## src/rtl/psg_pkg.sv

```systemverilog
`default_nettype none
// shared types, constants and the attenuation level table for the sound generator
// no dependencies
package psg_pkg;

  localparam int PEAK_LEVEL = 8191;
  localparam int LEVEL_W    = $clog2(PEAK_LEVEL + 1);
  localparam int SAMPLE_W   = 16;
  localparam int NUM_CH     = 4;
  localparam int PERIOD_W   = 10;
  localparam int SHIFT_W    = 16;

  localparam int QUEUE_DEPTH = 2;
  localparam int QUEUE_AW    = $clog2(QUEUE_DEPTH);
  localparam int QUEUE_CW    = $clog2(QUEUE_DEPTH + 1);

  localparam logic [1:0]          NOISE_CH     = 2'd3;
  localparam logic [1:0]          RATE_TONE2   = 2'd3;
  localparam logic [PERIOD_W-1:0] NOISE_BASE   = 10'h010;
  localparam logic [SHIFT_W-1:0]  SHIFT_SEED   = 16'h8000;
  localparam logic [SHIFT_W-1:0]  TAP_MASK_RST = 16'h0009;
  localparam logic [3:0]          ATTEN_SILENT = 4'hf;

  typedef enum logic [2:0] {
    OP_TICK,
    OP_SET_ATTEN,
    OP_NOISE_CTRL,
    OP_TONE_LOW,
    OP_TONE_HIGH
  } op_t;

  // one classified command from front to back
  typedef struct packed {
    op_t        op;
    logic [1:0] ch;
    logic [5:0] data;
  } cmd_t;

  typedef logic [LEVEL_W-1:0] level_tbl_t [16];

  // 2 dB steps, rounded half up, last entry silent
  function automatic level_tbl_t build_level_table();
    level_tbl_t  t;
    logic [31:0] v;
    v = 32'(PEAK_LEVEL);
    for (int i = 0; i < 15; i++) begin
      t[i] = LEVEL_W'(v);
      v = (v * 32'd52057 + 32'd32768) >> 16;
    end
    t[15] = '0;
    return t;
  endfunction

  localparam level_tbl_t LEVEL_TABLE = build_level_table();

endpackage
`default_nettype wire

```

## src/rtl/psg_tone_noise_generator.sv

```systemverilog
`default_nettype none
// top level of the four-channel tone and noise generator
// instantiates psg_front, psg_cmd_queue and psg_back; uses psg_pkg
//
// usage:
//   input channel (in_valid / in_ready): one beat is either a register write
//   byte (in_mode = 0, in_data_byte holds the byte) or one tick of the divided
//   chip clock (in_mode = 1, in_data_byte ignored)
//   result channel (out_valid / out_ready): exactly one beat per input beat,
//   out_mixed_sample is the signed sum of the four channel levels after it
//   config port: cfg_wr_en with cfg_wr_data writes the white noise tap mask
//   in the same cycle, write it only while the block is idle
// result path: an accepted input beat is written into the command queue, and
//   the back end then registers its result into the output register
// throughput: one beat per cycle while out_ready stays high, set by the
//   channel update in the back end
// reset (rst_n low, synchronous): all channels silent, periods and counters
//   zero, noise shift register 0x8000, tap mask 0x0009, queue emptied
// receiver stall: the output register holds its beat, the back end stops,
//   the two-entry command queue keeps taking beats until full, then in_ready
//   drops until out_ready returns
module psg_tone_noise_generator (
  input  wire logic                           clk,
  input  wire logic                           rst_n,
  input  wire logic                           in_valid,
  output logic                                in_ready,
  input  wire logic                           in_mode,
  input  wire logic [7:0]                     in_data_byte,
  output logic                                out_valid,
  input  wire logic                           out_ready,
  output logic signed [psg_pkg::SAMPLE_W-1:0] out_mixed_sample,
  input  wire logic                           cfg_wr_en,
  input  wire logic [15:0]                    cfg_wr_data
);
  import psg_pkg::*;

  // front to queue
  cmd_t front_cmd;
  logic front_valid;
  logic front_ready;

  // queue to back
  cmd_t back_cmd;
  logic back_valid;
  logic back_ready;

  // classify write bytes against the latched channel and type
  psg_front u_front (
    .clk          (clk),
    .rst_n        (rst_n),
    .in_valid     (in_valid),
    .in_ready     (in_ready),
    .in_mode      (in_mode),
    .in_data_byte (in_data_byte),
    .cmd_valid    (front_valid),
    .cmd_ready    (front_ready),
    .cmd          (front_cmd)
  );

  // decouples input acceptance from output stalls
  psg_cmd_queue u_queue (
    .clk      (clk),
    .rst_n    (rst_n),
    .wr_valid (front_valid),
    .wr_ready (front_ready),
    .wr_cmd   (front_cmd),
    .rd_valid (back_valid),
    .rd_ready (back_ready),
    .rd_cmd   (back_cmd)
  );

  // channel state, mixing and the output register
  psg_back u_back (
    .clk              (clk),
    .rst_n            (rst_n),
    .cmd_valid        (back_valid),
    .cmd_ready        (back_ready),
    .cmd              (back_cmd),
    .cfg_wr_en        (cfg_wr_en),
    .cfg_wr_data      (cfg_wr_data),
    .out_valid        (out_valid),
    .out_ready        (out_ready),
    .out_mixed_sample (out_mixed_sample)
  );

endmodule
`default_nettype wire

```

## src/rtl/psg_front.sv

```systemverilog
`default_nettype none
// front end: accepts input beats, tracks the latched channel and type,
// classifies each beat into a command; uses psg_pkg
module psg_front (
  input  wire logic          clk,
  input  wire logic          rst_n,
  input  wire logic          in_valid,
  output logic               in_ready,
  input  wire logic          in_mode,
  input  wire logic [7:0]    in_data_byte,
  output logic               cmd_valid,
  input  wire logic          cmd_ready,
  output psg_pkg::cmd_t      cmd
);
  import psg_pkg::*;

  logic [1:0] latched_ch_r, latched_ch_nxt;
  logic       latched_vol_r, latched_vol_nxt;
  logic       is_latch;
  logic       push;

  assign in_ready  = cmd_ready;
  assign cmd_valid = in_valid;
  assign push      = in_valid && cmd_ready;
  assign is_latch  = !in_mode && in_data_byte[7];

  always_comb begin
    latched_ch_nxt  = latched_ch_r;
    latched_vol_nxt = latched_vol_r;
    if (is_latch) begin
      latched_ch_nxt  = in_data_byte[6:5];
      latched_vol_nxt = in_data_byte[4];
    end

    cmd.ch   = latched_ch_nxt;
    cmd.data = in_data_byte[5:0];
    if (in_mode) begin
      cmd.op = OP_TICK;
    end else if (latched_vol_nxt) begin
      cmd.op = OP_SET_ATTEN;
    end else if (is_latch && latched_ch_nxt == NOISE_CH) begin
      cmd.op = OP_NOISE_CTRL;
    end else if (is_latch) begin
      cmd.op = OP_TONE_LOW;
    end else begin
      cmd.op = OP_TONE_HIGH;
    end
  end

  always_ff @(posedge clk) begin
    if (!rst_n) begin
      latched_ch_r  <= '0;
      latched_vol_r <= 1'b0;
    end else if (push) begin
      latched_ch_r  <= latched_ch_nxt;
      latched_vol_r <= latched_vol_nxt;
    end
  end

endmodule
`default_nettype wire

```

## src/rtl/psg_cmd_queue.sv

```systemverilog
`default_nettype none
// short command queue between front and back
// uses psg_pkg for the command type and depth
module psg_cmd_queue (
  input  wire logic          clk,
  input  wire logic          rst_n,
  input  wire logic          wr_valid,
  output logic               wr_ready,
  input  wire psg_pkg::cmd_t wr_cmd,
  output logic               rd_valid,
  input  wire logic          rd_ready,
  output psg_pkg::cmd_t      rd_cmd
);
  import psg_pkg::*;

  cmd_t                entry_r [QUEUE_DEPTH];
  logic [QUEUE_AW-1:0] wr_ptr_r, wr_ptr_nxt;
  logic [QUEUE_AW-1:0] rd_ptr_r, rd_ptr_nxt;
  logic [QUEUE_CW-1:0] count_r, count_nxt;
  logic                push, pop;

  assign wr_ready = count_r != QUEUE_CW'(QUEUE_DEPTH);
  assign rd_valid = count_r != '0;
  assign rd_cmd   = entry_r[rd_ptr_r];
  assign push     = wr_valid && wr_ready;
  assign pop      = rd_valid && rd_ready;

  always_comb begin
    wr_ptr_nxt = wr_ptr_r;
    rd_ptr_nxt = rd_ptr_r;
    count_nxt  = count_r;
    if (push) begin
      wr_ptr_nxt = (wr_ptr_r == QUEUE_AW'(QUEUE_DEPTH - 1)) ? '0 : wr_ptr_r + 1'b1;
    end
    if (pop) begin
      rd_ptr_nxt = (rd_ptr_r == QUEUE_AW'(QUEUE_DEPTH - 1)) ? '0 : rd_ptr_r + 1'b1;
    end
    if (push && !pop) begin
      count_nxt = count_r + 1'b1;
    end else if (pop && !push) begin
      count_nxt = count_r - 1'b1;
    end
  end

  always_ff @(posedge clk) begin
    if (!rst_n) begin
      wr_ptr_r <= '0;
      rd_ptr_r <= '0;
      count_r  <= '0;
    end else begin
      wr_ptr_r <= wr_ptr_nxt;
      rd_ptr_r <= rd_ptr_nxt;
      count_r  <= count_nxt;
    end
  end

  always_ff @(posedge clk) begin
    if (push) begin
      entry_r[wr_ptr_r] <= wr_cmd;
    end
  end

endmodule
`default_nettype wire

```

## src/rtl/psg_back.sv

```systemverilog
`default_nettype none
// back end: channel state, tick processing, level mixing and output register
// uses psg_pkg for the command type and the level table
module psg_back (
  input  wire logic                       clk,
  input  wire logic                       rst_n,
  input  wire logic                       cmd_valid,
  output logic                            cmd_ready,
  input  wire psg_pkg::cmd_t              cmd,
  input  wire logic                       cfg_wr_en,
  input  wire logic [15:0]                cfg_wr_data,
  output logic                            out_valid,
  input  wire logic                       out_ready,
  output logic signed [psg_pkg::SAMPLE_W-1:0] out_mixed_sample
);
  import psg_pkg::*;

  logic [PERIOD_W-1:0] period_r [NUM_CH];
  logic [PERIOD_W-1:0] period_nxt [NUM_CH];
  logic [PERIOD_W-1:0] cnt_r [NUM_CH];
  logic [PERIOD_W-1:0] cnt_nxt [NUM_CH];
  logic [PERIOD_W-1:0] dec [NUM_CH];
  logic [NUM_CH-1:0]   pol_r, pol_nxt;
  logic [3:0]          atten_r [NUM_CH];
  logic [3:0]          atten_nxt [NUM_CH];
  logic [SHIFT_W-1:0]  shift_r, shift_nxt;
  logic [SHIFT_W-1:0]  tap_mask_r;
  logic                fb;
  logic                fire;
  logic                out_valid_r;
  logic signed [SAMPLE_W-1:0] sample_r, sum_nxt;
  logic signed [SAMPLE_W-1:0] lv;

  assign cmd_ready        = !out_valid_r || out_ready;
  assign fire             = cmd_valid && cmd_ready;
  assign out_valid        = out_valid_r;
  assign out_mixed_sample = sample_r;

  always_comb begin
    period_nxt = period_r;
    cnt_nxt    = cnt_r;
    pol_nxt    = pol_r;
    atten_nxt  = atten_r;
    shift_nxt  = shift_r;
    fb         = 1'b0;
    for (int i = 0; i < NUM_CH; i++) begin
      dec[i] = cnt_r[i] - 1'b1;
    end

    unique case (cmd.op)
      OP_TICK: begin
        for (int i = 0; i < NUM_CH - 1; i++) begin
          cnt_nxt[i] = dec[i];
          if (dec[i] == '0) begin
            cnt_nxt[i] = period_r[i];
            pol_nxt[i] = !pol_r[i];
          end
        end
        cnt_nxt[NOISE_CH] = dec[NOISE_CH];
        if (dec[NOISE_CH] == '0) begin
          // noise reload: fixed rates or follow tone 2
          if (period_r[NOISE_CH][1:0] == RATE_TONE2) begin
            cnt_nxt[NOISE_CH] = period_r[2];
          end else begin
            cnt_nxt[NOISE_CH] = NOISE_BASE << period_r[NOISE_CH][1:0];
          end
          fb = period_r[NOISE_CH][2] ? ^(shift_r & tap_mask_r) : shift_r[0];
          shift_nxt = {fb, shift_r[SHIFT_W-1:1]};
          pol_nxt[NOISE_CH] = shift_nxt[0];
        end
      end
      OP_SET_ATTEN: begin
        atten_nxt[cmd.ch] = cmd.data[3:0];
      end
      OP_NOISE_CTRL: begin
        period_nxt[NOISE_CH] = {7'b0, cmd.data[2:0]};
        shift_nxt            = SHIFT_SEED;
      end
      OP_TONE_LOW: begin
        period_nxt[cmd.ch] = {period_r[cmd.ch][PERIOD_W-1:4], cmd.data[3:0]};
      end
      OP_TONE_HIGH: begin
        period_nxt[cmd.ch] = {cmd.data, period_r[cmd.ch][3:0]};
        cnt_nxt[cmd.ch]    = {cmd.data, period_r[cmd.ch][3:0]};
      end
      default: begin
      end
    endcase
  end

  // mix of the four channels after this command
  always_comb begin
    sum_nxt = '0;
    lv      = '0;
    for (int i = 0; i < NUM_CH; i++) begin
      lv = $signed(SAMPLE_W'(LEVEL_TABLE[atten_nxt[i]]));
      sum_nxt = pol_nxt[i] ? sum_nxt + lv : sum_nxt - lv;
    end
  end

  always_ff @(posedge clk) begin
    if (!rst_n) begin
      for (int i = 0; i < NUM_CH; i++) begin
        period_r[i] <= '0;
        cnt_r[i]    <= '0;
        atten_r[i]  <= ATTEN_SILENT;
      end
      pol_r       <= '0;
      shift_r     <= SHIFT_SEED;
      out_valid_r <= 1'b0;
    end else begin
      if (fire) begin
        period_r    <= period_nxt;
        cnt_r       <= cnt_nxt;
        atten_r     <= atten_nxt;
        pol_r       <= pol_nxt;
        shift_r     <= shift_nxt;
        out_valid_r <= 1'b1;
      end else if (out_ready) begin
        out_valid_r <= 1'b0;
      end
    end
  end

  always_ff @(posedge clk) begin
    if (!rst_n) begin
      tap_mask_r <= TAP_MASK_RST;
    end else if (cfg_wr_en) begin
      tap_mask_r <= cfg_wr_data;
    end
  end

  always_ff @(posedge clk) begin
    if (fire) begin
      sample_r <= sum_nxt;
    end
  end

endmodule
`default_nettype wire

```

## config.mk

```make
export PLATFORM = sky130hd
export DESIGN_NAME = psg_tone_noise_generator
export DESIGN_NICKNAME = d
export VERILOG_FILES = /design/src/rtl/psg_pkg.sv /design/src/rtl/psg_tone_noise_generator.sv /design/src/rtl/psg_front.sv /design/src/rtl/psg_cmd_queue.sv /design/src/rtl/psg_back.sv
export SDC_FILE = /design/constraint.sdc
export NUM_CORES = 1
export LEC_CHECK = 0
export ABC_AREA = 1
export BUFFER_PORTS_ARGS = -buffer_cell sky130_fd_sc_hd__buf_2
export CAP_MARGIN = 10
export CELL_PAD_IN_SITES_DETAIL_PLACEMENT = 2
export CELL_PAD_IN_SITES_GLOBAL_PLACEMENT = 2
export CORE_MARGIN = 3
export CORE_UTILIZATION = 36
export DETAILED_ROUTE_END_ITERATION = 16
export PLACE_DENSITY = 0.9
export SKIP_LAST_GASP = 1
export SLEW_MARGIN = 20
export SYNTH_ARGS = -nofsm -noshare
export SYNTH_HDL_FRONTEND = slang
export SYNTH_HIERARCHICAL = 1
export SYNTH_SLANG_ARGS = --single-unit
```

## constraint.sdc

```tcl
create_clock -name clk -period 8.8 [get_ports clk]
set_input_delay 2.2 -clock clk [delete_from_list [all_inputs] [get_ports clk]]
set_output_delay 2.2 -clock clk [all_outputs]
set_load 0.02 [all_outputs]
```

# Word level (Yosys, flattened, before mapping)
# Memories as Yosys holds them, arrays and structs flattened. A register that Yosys moved wholly into a read port is not among the register bits.
# Index checks and enable logic that the tools add are counted.
# W data, S select, Z words.
[classes] shifts=1 n_bitwise=6 mux=56 addsub=15 n_eq_ne=8 n_reduce_logical=32 n_lt_le_gt_ge=6
[ops] cell="$bwmux W40" n=3
[ops] cell="$mux W13" n=8
[ops] cell="$mux W16" n=6
[ops] cell="$mux W10" n=8
[ops] cell="$pmux W40 S2" n=1
[ops] cell="$pmux W30 S2" n=1
[ops] cell="$add A16 B14 Y16" n=3
[ops] cell="$sub A16 B14 Y16" n=3
[ops] cell="$logic_not A10 Y1" n=4
[ops] cell="$sub A10 B1 Y10 const B" n=4
[ops] cell="$pmux W16 S2" n=1
[ops] cell="$pmux W10 S3" n=1
[ops] cell="$bmux W10 S2" n=1
[ops] cell="$demux W10 S2" n=1
[ops] cell="$ge A5 B5 Y1 const B" n=4
[ops] cell="$not A4 Y5" n=4
[ops] cell="$and A16 B16 Y16" n=1
[ops] cell="$bwmux W16" n=1
[ops] cell="$reduce_xor A16 Y1" n=1
[ops] cell="$mux W1" n=14
[ops] cell="$sub A1 B13 Y14 const A" n=1
[ops] cell="$mux W3" n=4
[ops] cell="$reduce_bool A2 Y1" n=6
[ops] cell="$shl A5 B2 Y10 const A" n=1
[ops] cell="other kinds (22)" n=42
[totals] ram_bits=22 mem_bits_ro=832 inputBits=30 n_memories=5 regBits=156
[mem_list] name="(name not given)" words=16 width=13 rd=1 rd_clocked_by_memory_dff=0 write_ports=0 line_no="psg_back.sv:96" rtl="lv = $signed(SAMPLE_W'(LEVEL_TABLE[atten_nxt[i]]));"
[mem_list] name="(name not given)" words=16 width=13 rd=1 rd_clocked_by_memory_dff=0 write_ports=0 line_no="psg_back.sv:96"
[mem_list] name="(name not given)" words=16 width=13 rd=1 rd_clocked_by_memory_dff=0 write_ports=0 line_no="psg_back.sv:96"
[mem_list] name="(name not given)" words=16 width=13 rd=1 rd_clocked_by_memory_dff=0 write_ports=0 line_no="psg_back.sv:96"
[mem_list] name="u_queue.entry_r" words=2 width=11 rd=1 rd_clocked_by_memory_dff=1 write_ports=1 line_no="psg_cmd_queue.sv:16" rtl="cmd_t entry_r [QUEUE_DEPTH];"

# Logic depth before layout (Yosys ltp)
[depth] word_depth=19 depth_mapped=53

# By module
# Netlist, hierarchy kept.
[by_module_without_submodules] mod="psg_back" area_per_inst_um2=12633.4 cells_each=1944 n_inst=1
[by_module_without_submodules] mod="psg_cmd_queue" area_per_inst_um2=1047.3 cells_each=71 n_inst=1
[by_module_without_submodules] mod="psg_front" area_per_inst_um2=287.8 cells_each=51 n_inst=1

# Worst setup path before layout
# No wires, ideal clock.
[synth_path] kind="register -> register" from="register with a tool-made name" to="register u_back.sample_r[15] (netlist: u_back/out_mixed_sample[15]), data pin" synth_period_minus_slack_ns=6.798 t_arrival_ns=6.546 t_required_ns=8.548 setup_time_ns=0.252 stages_incl_launch_ff=54 path_buffers=3 setup_slack_ns=2.002 path_cell_list="dfxtp_1 buf_6 mux2_2 buf_4 nor2_4 buf_2 nand2_1 nand2_1 nand2_1 nand2_2 inv_1 ha_1 inv_1 nand2_2 nand2_1 nand3_1 inv_1 ha_1 (+18 left out) nand3_1 nand2_1 a21oi_1 nor2_1 nor2_1 xor2_1 inv_1 ha_1 inv_1 nor3_1 inv_1 nor3_1 nand2_1 o211ai_1 xnor2_1 inv_1 nand3_1 nand2_1"
[synth_lines] element="end signal: assignment" line_no="psg_back.sv:135" rtl="sample_r <= sum_nxt;"
[synth_lines] element="end: declaration" line_no="psg_back.sv:31" rtl="logic signed [SAMPLE_W-1:0] sample_r, sum_nxt;"

==> impl_metrics.toml <==
[placed_design]
place_congestion = 0.8682
port_buffers = 47
dpl.hpwl_mm = 41.25

[synth]
synth_cell_types = 57
seq_area_frac_synth_pct = 27.52
ys_ff_latch = 173
post_synth_inst_count = 2066
avgSynthCellArea_um2 = 6.761
synth_nets = 2178
synthFlopType = "sky130_fd_sc_hd__dfxtp_1"
netlist_area_mm2 = 0.01397
count_of_warnings_emitted_by_yosys = 6
postSynth.asyncResetShare_pct = 0
synth_enable_flop_cells = 38

[die]
row_count = 71
core_mm2 = 0.03793
floorplan.die_area_mm2 = 0.04120
die_y_um = 203.0
floorplan.initialDensity_pct = 36.82
die_w_um = 203.0
design.portCount = 48

[cells_and_area]
finalNetCount = 2178
area_growth_pct = 8.733
area_of_combinational_cells_with_multiple_inputs_mm2 = 0.008826
finish.utilization_pct = 40.04
layout-drive-gt1-share_pct = 11.30
fillerInstances = 4547
insertedDiodeCount = 0
seq_area_mm2 = 0.003847

[routing]
vias_per_cell = 5.770
drc = 0
detail_route.iter0.violations = 902
detail_route.wirelength_mm = 60.45
wire_per_inst_um = 23.34
drtAntennaViolNets = 0
drt-pass1-iter-count = 5
via_count = 14940

[cts]
cts_hold_buffers = 0
tritoncts = "built"
worstSkewPairLatency_ns = 0.48
cts.reportedPaths.clkPinSlew_ns = 0.09
htree_levels = 4
cts_buffers = 17
cts_max_path_buffers = 2
ctsRootBufferMaster = "sky130_fd_sc_hd__clkbuf_16"
cts.sink_count = 173

[critical_path]
crit_path_top_delay_cell = "sky130_fd_sc_hd__dfxtp_4"
critPathBufInv = 11
timing.critical_path.required_ns = 9.04
worstPathArrival_ns = 8.77
worst_reg2reg_path_depth = 51
family_with_the_most_delay_on_the_worst_path = "simple AND/OR/NAND/NOR gates"
kind_of_start_point_of_the_critical_path = "flop"
critPathMaxFanout = 19
setup.reg_to_reg.worst_slack_ns = 0.27
critical_path_class = "flop to flop"
worstReg2RegEnd = "u_back/out_mixed_sample[15]$_DFFE_PP_"
crit_path_largest_cell_delay_ns = 0.46
endpoint_kind = "flop"

[sta]
timing.final.max_slew_violations = 0
clock-skew-final_ns = 0.01872
relSlewSlack_pct = 29.56
final-hold-violation-count = 0
worst_pin_slew_ns = 1.051
fin_setup_tns_ns = 0
period_needed_ns = 8.530
timing.fmax_mhz = 117.2
setup_violations = 0
min_period_over_period_pct = 96.93

[global_route]
grt_first_pass_wirelength_mm = 94.30
globalRouteTotalUtil_pct = 28.61
grt_antenna_before_repair = 0
grt.overflow.total = 0
grt_start_max_net_pins = 92
first_global_vias = 16750

[run]
maxCapViolations = 0

[outcome]
run_status = "finished, final reports clean"

[min_path]
hold_depth = 2
worstHoldPathType = "flop to flop"
min-delay-start = "u_back/period_r[3]$_SDFFE_PN0P_"
hold-path-endpoint = "u_back/period_r[3]$_SDFFE_PN0P_"
==> state kept, by name, summed over array words and instances, names as in the netlist, named ones only <==
name / cells
u_back/cnt_r: 40
u_queue/entry_r: 22
u_back/pol_r: 4
u_front/latched_vol_r: 1
u_back/out_valid: 1
u_front/latched_ch_r: 2
u_back/atten_r: 16
u_queue/rd_ptr_r: 1
u_back/period_r: 34
u_queue/count_r: 2
u_back/tap_mask_r: 16
u_queue/wr_ptr_r: 1
u_back/out_mixed_sample: 16
u_back/shift_r: 16
==> synthesized netlist by cell type (3+ instances only) <==
cell | count | area, um2
sky130_fd_sc_hd__nand2_1 | 480 | 1802
sky130_fd_sc_hd__inv_1 | 215 | 807.0
sky130_fd_sc_hd__nor2_1 | 192 | 720.7
sky130_fd_sc_hd__o21ai_0 | 164 | 820.8
sky130_fd_sc_hd__nand3_1 | 156 | 780.8
sky130_fd_sc_hd__dfxtp_1 | 135 | 2703
sky130_fd_sc_hd__a21oi_1 | 110 | 550.5
sky130_fd_sc_hd__ha_1 | 79 | 988.5
sky130_fd_sc_hd__xor2_1 | 75 | 656.9
sky130_fd_sc_hd__a31oi_1 | 73 | 456.7
sky130_fd_sc_hd__clkbuf_1 | 50 | 187.7
sky130_fd_sc_hd__xnor2_1 | 40 | 350.3
sky130_fd_sc_hd__edfxtp_1 | 38 | 1141
sky130_fd_sc_hd__nand2_2 | 37 | 231.5
sky130_fd_sc_hd__inv_2 | 18 | 67.56
sky130_fd_sc_hd__nand4_1 | 18 | 112.6
sky130_fd_sc_hd__nor3_1 | 17 | 85.08
sky130_fd_sc_hd__buf_4 | 15 | 112.6
sky130_fd_sc_hd__nor2_2 | 15 | 93.84
sky130_fd_sc_hd__o21ai_1 | 13 | 65.06
sky130_fd_sc_hd__o211ai_1 | 12 | 90.09
sky130_fd_sc_hd__mux2_2 | 11 | 123.9
sky130_fd_sc_hd__buf_6 | 10 | 112.6
sky130_fd_sc_hd__nor2_4 | 10 | 112.6
sky130_fd_sc_hd__a22oi_1 | 9 | 67.56
sky130_fd_sc_hd__nand2_4 | 9 | 101.4
sky130_fd_sc_hd__buf_2 | 4 | 20.02
sky130_fd_sc_hd__nand3_2 | 4 | 40.04
sky130_fd_sc_hd__nand3b_1 | 4 | 30.03
sky130_fd_sc_hd__o21ai_2 | 4 | 35.03
sky130_fd_sc_hd__o21bai_1 | 4 | 30.03
sky130_fd_sc_hd__a211oi_1 | 3 | 22.52
sky130_fd_sc_hd__fa_1 | 3 | 60.06
sky130_fd_sc_hd__o21a_1 | 3 | 22.52
sky130_fd_sc_hd__o21ai_4 | 3 | 48.80
sky130_fd_sc_hd__o31ai_1 | 3 | 22.52
==> cell families after synthesis <==
logic type	share of synthesized area, %
compound gates	16.86
xor+xnor	7.211
fa+ha+maj	7.506
buf+inv	9.683
flops	27.52
mux	0.8868
simple gates	30.34
==> area by class of cell <==
| class | instances | share of cell area, % |
|---|---|---|
| clock inverter | 15 | 1.244 |
| tap | 511 | 4.210 |
| timing repair buffer | 62 | 2.340 |
| multi-input combinational | 1574 | 58.11 |
| sequential | 173 | 25.33 |
| clock buffer | 17 | 2.801 |
| inverter | 238 | 5.964 |
==> worst max path at each step <==
stage	startpoint	to	slack, ns	cells past startpoint
floorplan	flop	u_back/out_mixed_sample[15]$_DFFE_PP_	2.00	53
global placement	flop	u_back/out_mixed_sample[15]$_DFFE_PP_	0.93	48
detailed placement	flop	u_back/out_mixed_sample[15]$_DFFE_PP_	-0.07	48
CTS	flop	u_back/out_mixed_sample[15]$_DFFE_PP_	0.00006	48
global route	flop	u_back/out_mixed_sample[15]$_DFFE_PP_	-0.23	50
finish	flop	u_back/out_mixed_sample[15]$_DFFE_PP_	0.27	51
==> per-layer routing <==
layer	routed length, um	vias up	share of wire (%)	track usage [%]
met5	0	-	0	0
met4	2741	0	4.5	12.92
met3	2481	187	4.1	4.185
met2	30460	430	50	51.72
met1	24760	7518	41	33.37
li1	-	6809	-	-
==> metrics by stage <==
step                setup WS [ns]  instances  cell area [um2]  hold WS, ns
global placement           0.9327       2553            14480       0.4501
global route              -0.2264       2590            15190       0.5295
CTS                    0.00006217       2585            15090       0.4960
finish                     0.2702       2590            15190       0.4966
detailed placement       -0.06933       2553            14480       0.4656
floorplan                   2.002       2066            13970       0.4287
==> worst reg2reg max path: cells and delay by family (launching register included) <==
kind | cells | cell delay, ns
AO/OA/AOI/OAI | 6 | 0.79
buffers and inverters | 11 | 1.25
multiplexers | 1 | 0.41
adder cells (fa/ha/maj) | 5 | 1.50
AND/OR/NAND/NOR | 24 | 3.24
flip-flops | 1 | 0.46
XOR/XNOR | 4 | 0.64
==> timing repair <==
item	4_1_cts	5_1_grt
endpoints found under the setup margin	1	3
gates cloned	0	0
hold endpoints to repair	0	0
setup buffers	0	5
resized for setup	1	13
pin swaps	1	2
==> cell usage in the layout, fill, tap and decap left out, types with 4 or more instances in the layout <==
| cell type | count |
|---|---|
| sky130_fd_sc_hd__nand2_1 | 479 |
| sky130_fd_sc_hd__inv_1 | 215 |
| sky130_fd_sc_hd__nor2_1 | 186 |
| sky130_fd_sc_hd__o21ai_0 | 164 |
| sky130_fd_sc_hd__nand3_1 | 155 |
| sky130_fd_sc_hd__dfxtp_1 | 134 |
| sky130_fd_sc_hd__a21oi_1 | 107 |
| sky130_fd_sc_hd__ha_1 | 78 |
| sky130_fd_sc_hd__xor2_1 | 75 |
| sky130_fd_sc_hd__a31oi_1 | 73 |
| sky130_fd_sc_hd__buf_2 | 47 |
| sky130_fd_sc_hd__xnor2_1 | 40 |
| sky130_fd_sc_hd__nand2_2 | 38 |
| sky130_fd_sc_hd__edfxtp_1 | 38 |
| sky130_fd_sc_hd__nor2_2 | 21 |
| sky130_fd_sc_hd__inv_2 | 18 |
| sky130_fd_sc_hd__nand4_1 | 18 |
| sky130_fd_sc_hd__clkbuf_16 | 17 |
| sky130_fd_sc_hd__nor3_1 | 17 |
| sky130_fd_sc_hd__buf_4 | 14 |
| sky130_fd_sc_hd__o21ai_1 | 13 |
| sky130_fd_sc_hd__o211ai_1 | 12 |
| sky130_fd_sc_hd__mux2_2 | 11 |
| sky130_fd_sc_hd__nor2_4 | 10 |
| sky130_fd_sc_hd__nand2_4 | 9 |
| sky130_fd_sc_hd__a22oi_1 | 9 |
| sky130_fd_sc_hd__inv_8 | 5 |
| sky130_fd_sc_hd__nand3_2 | 5 |
| sky130_fd_sc_hd__inv_6 | 4 |
| sky130_fd_sc_hd__o21ai_2 | 4 |
| sky130_fd_sc_hd__nand3b_1 | 4 |
Power is left out: the tool's default activity adds up to more than one toggle a clock period on the data nets, which glitch-free logic cannot reach.
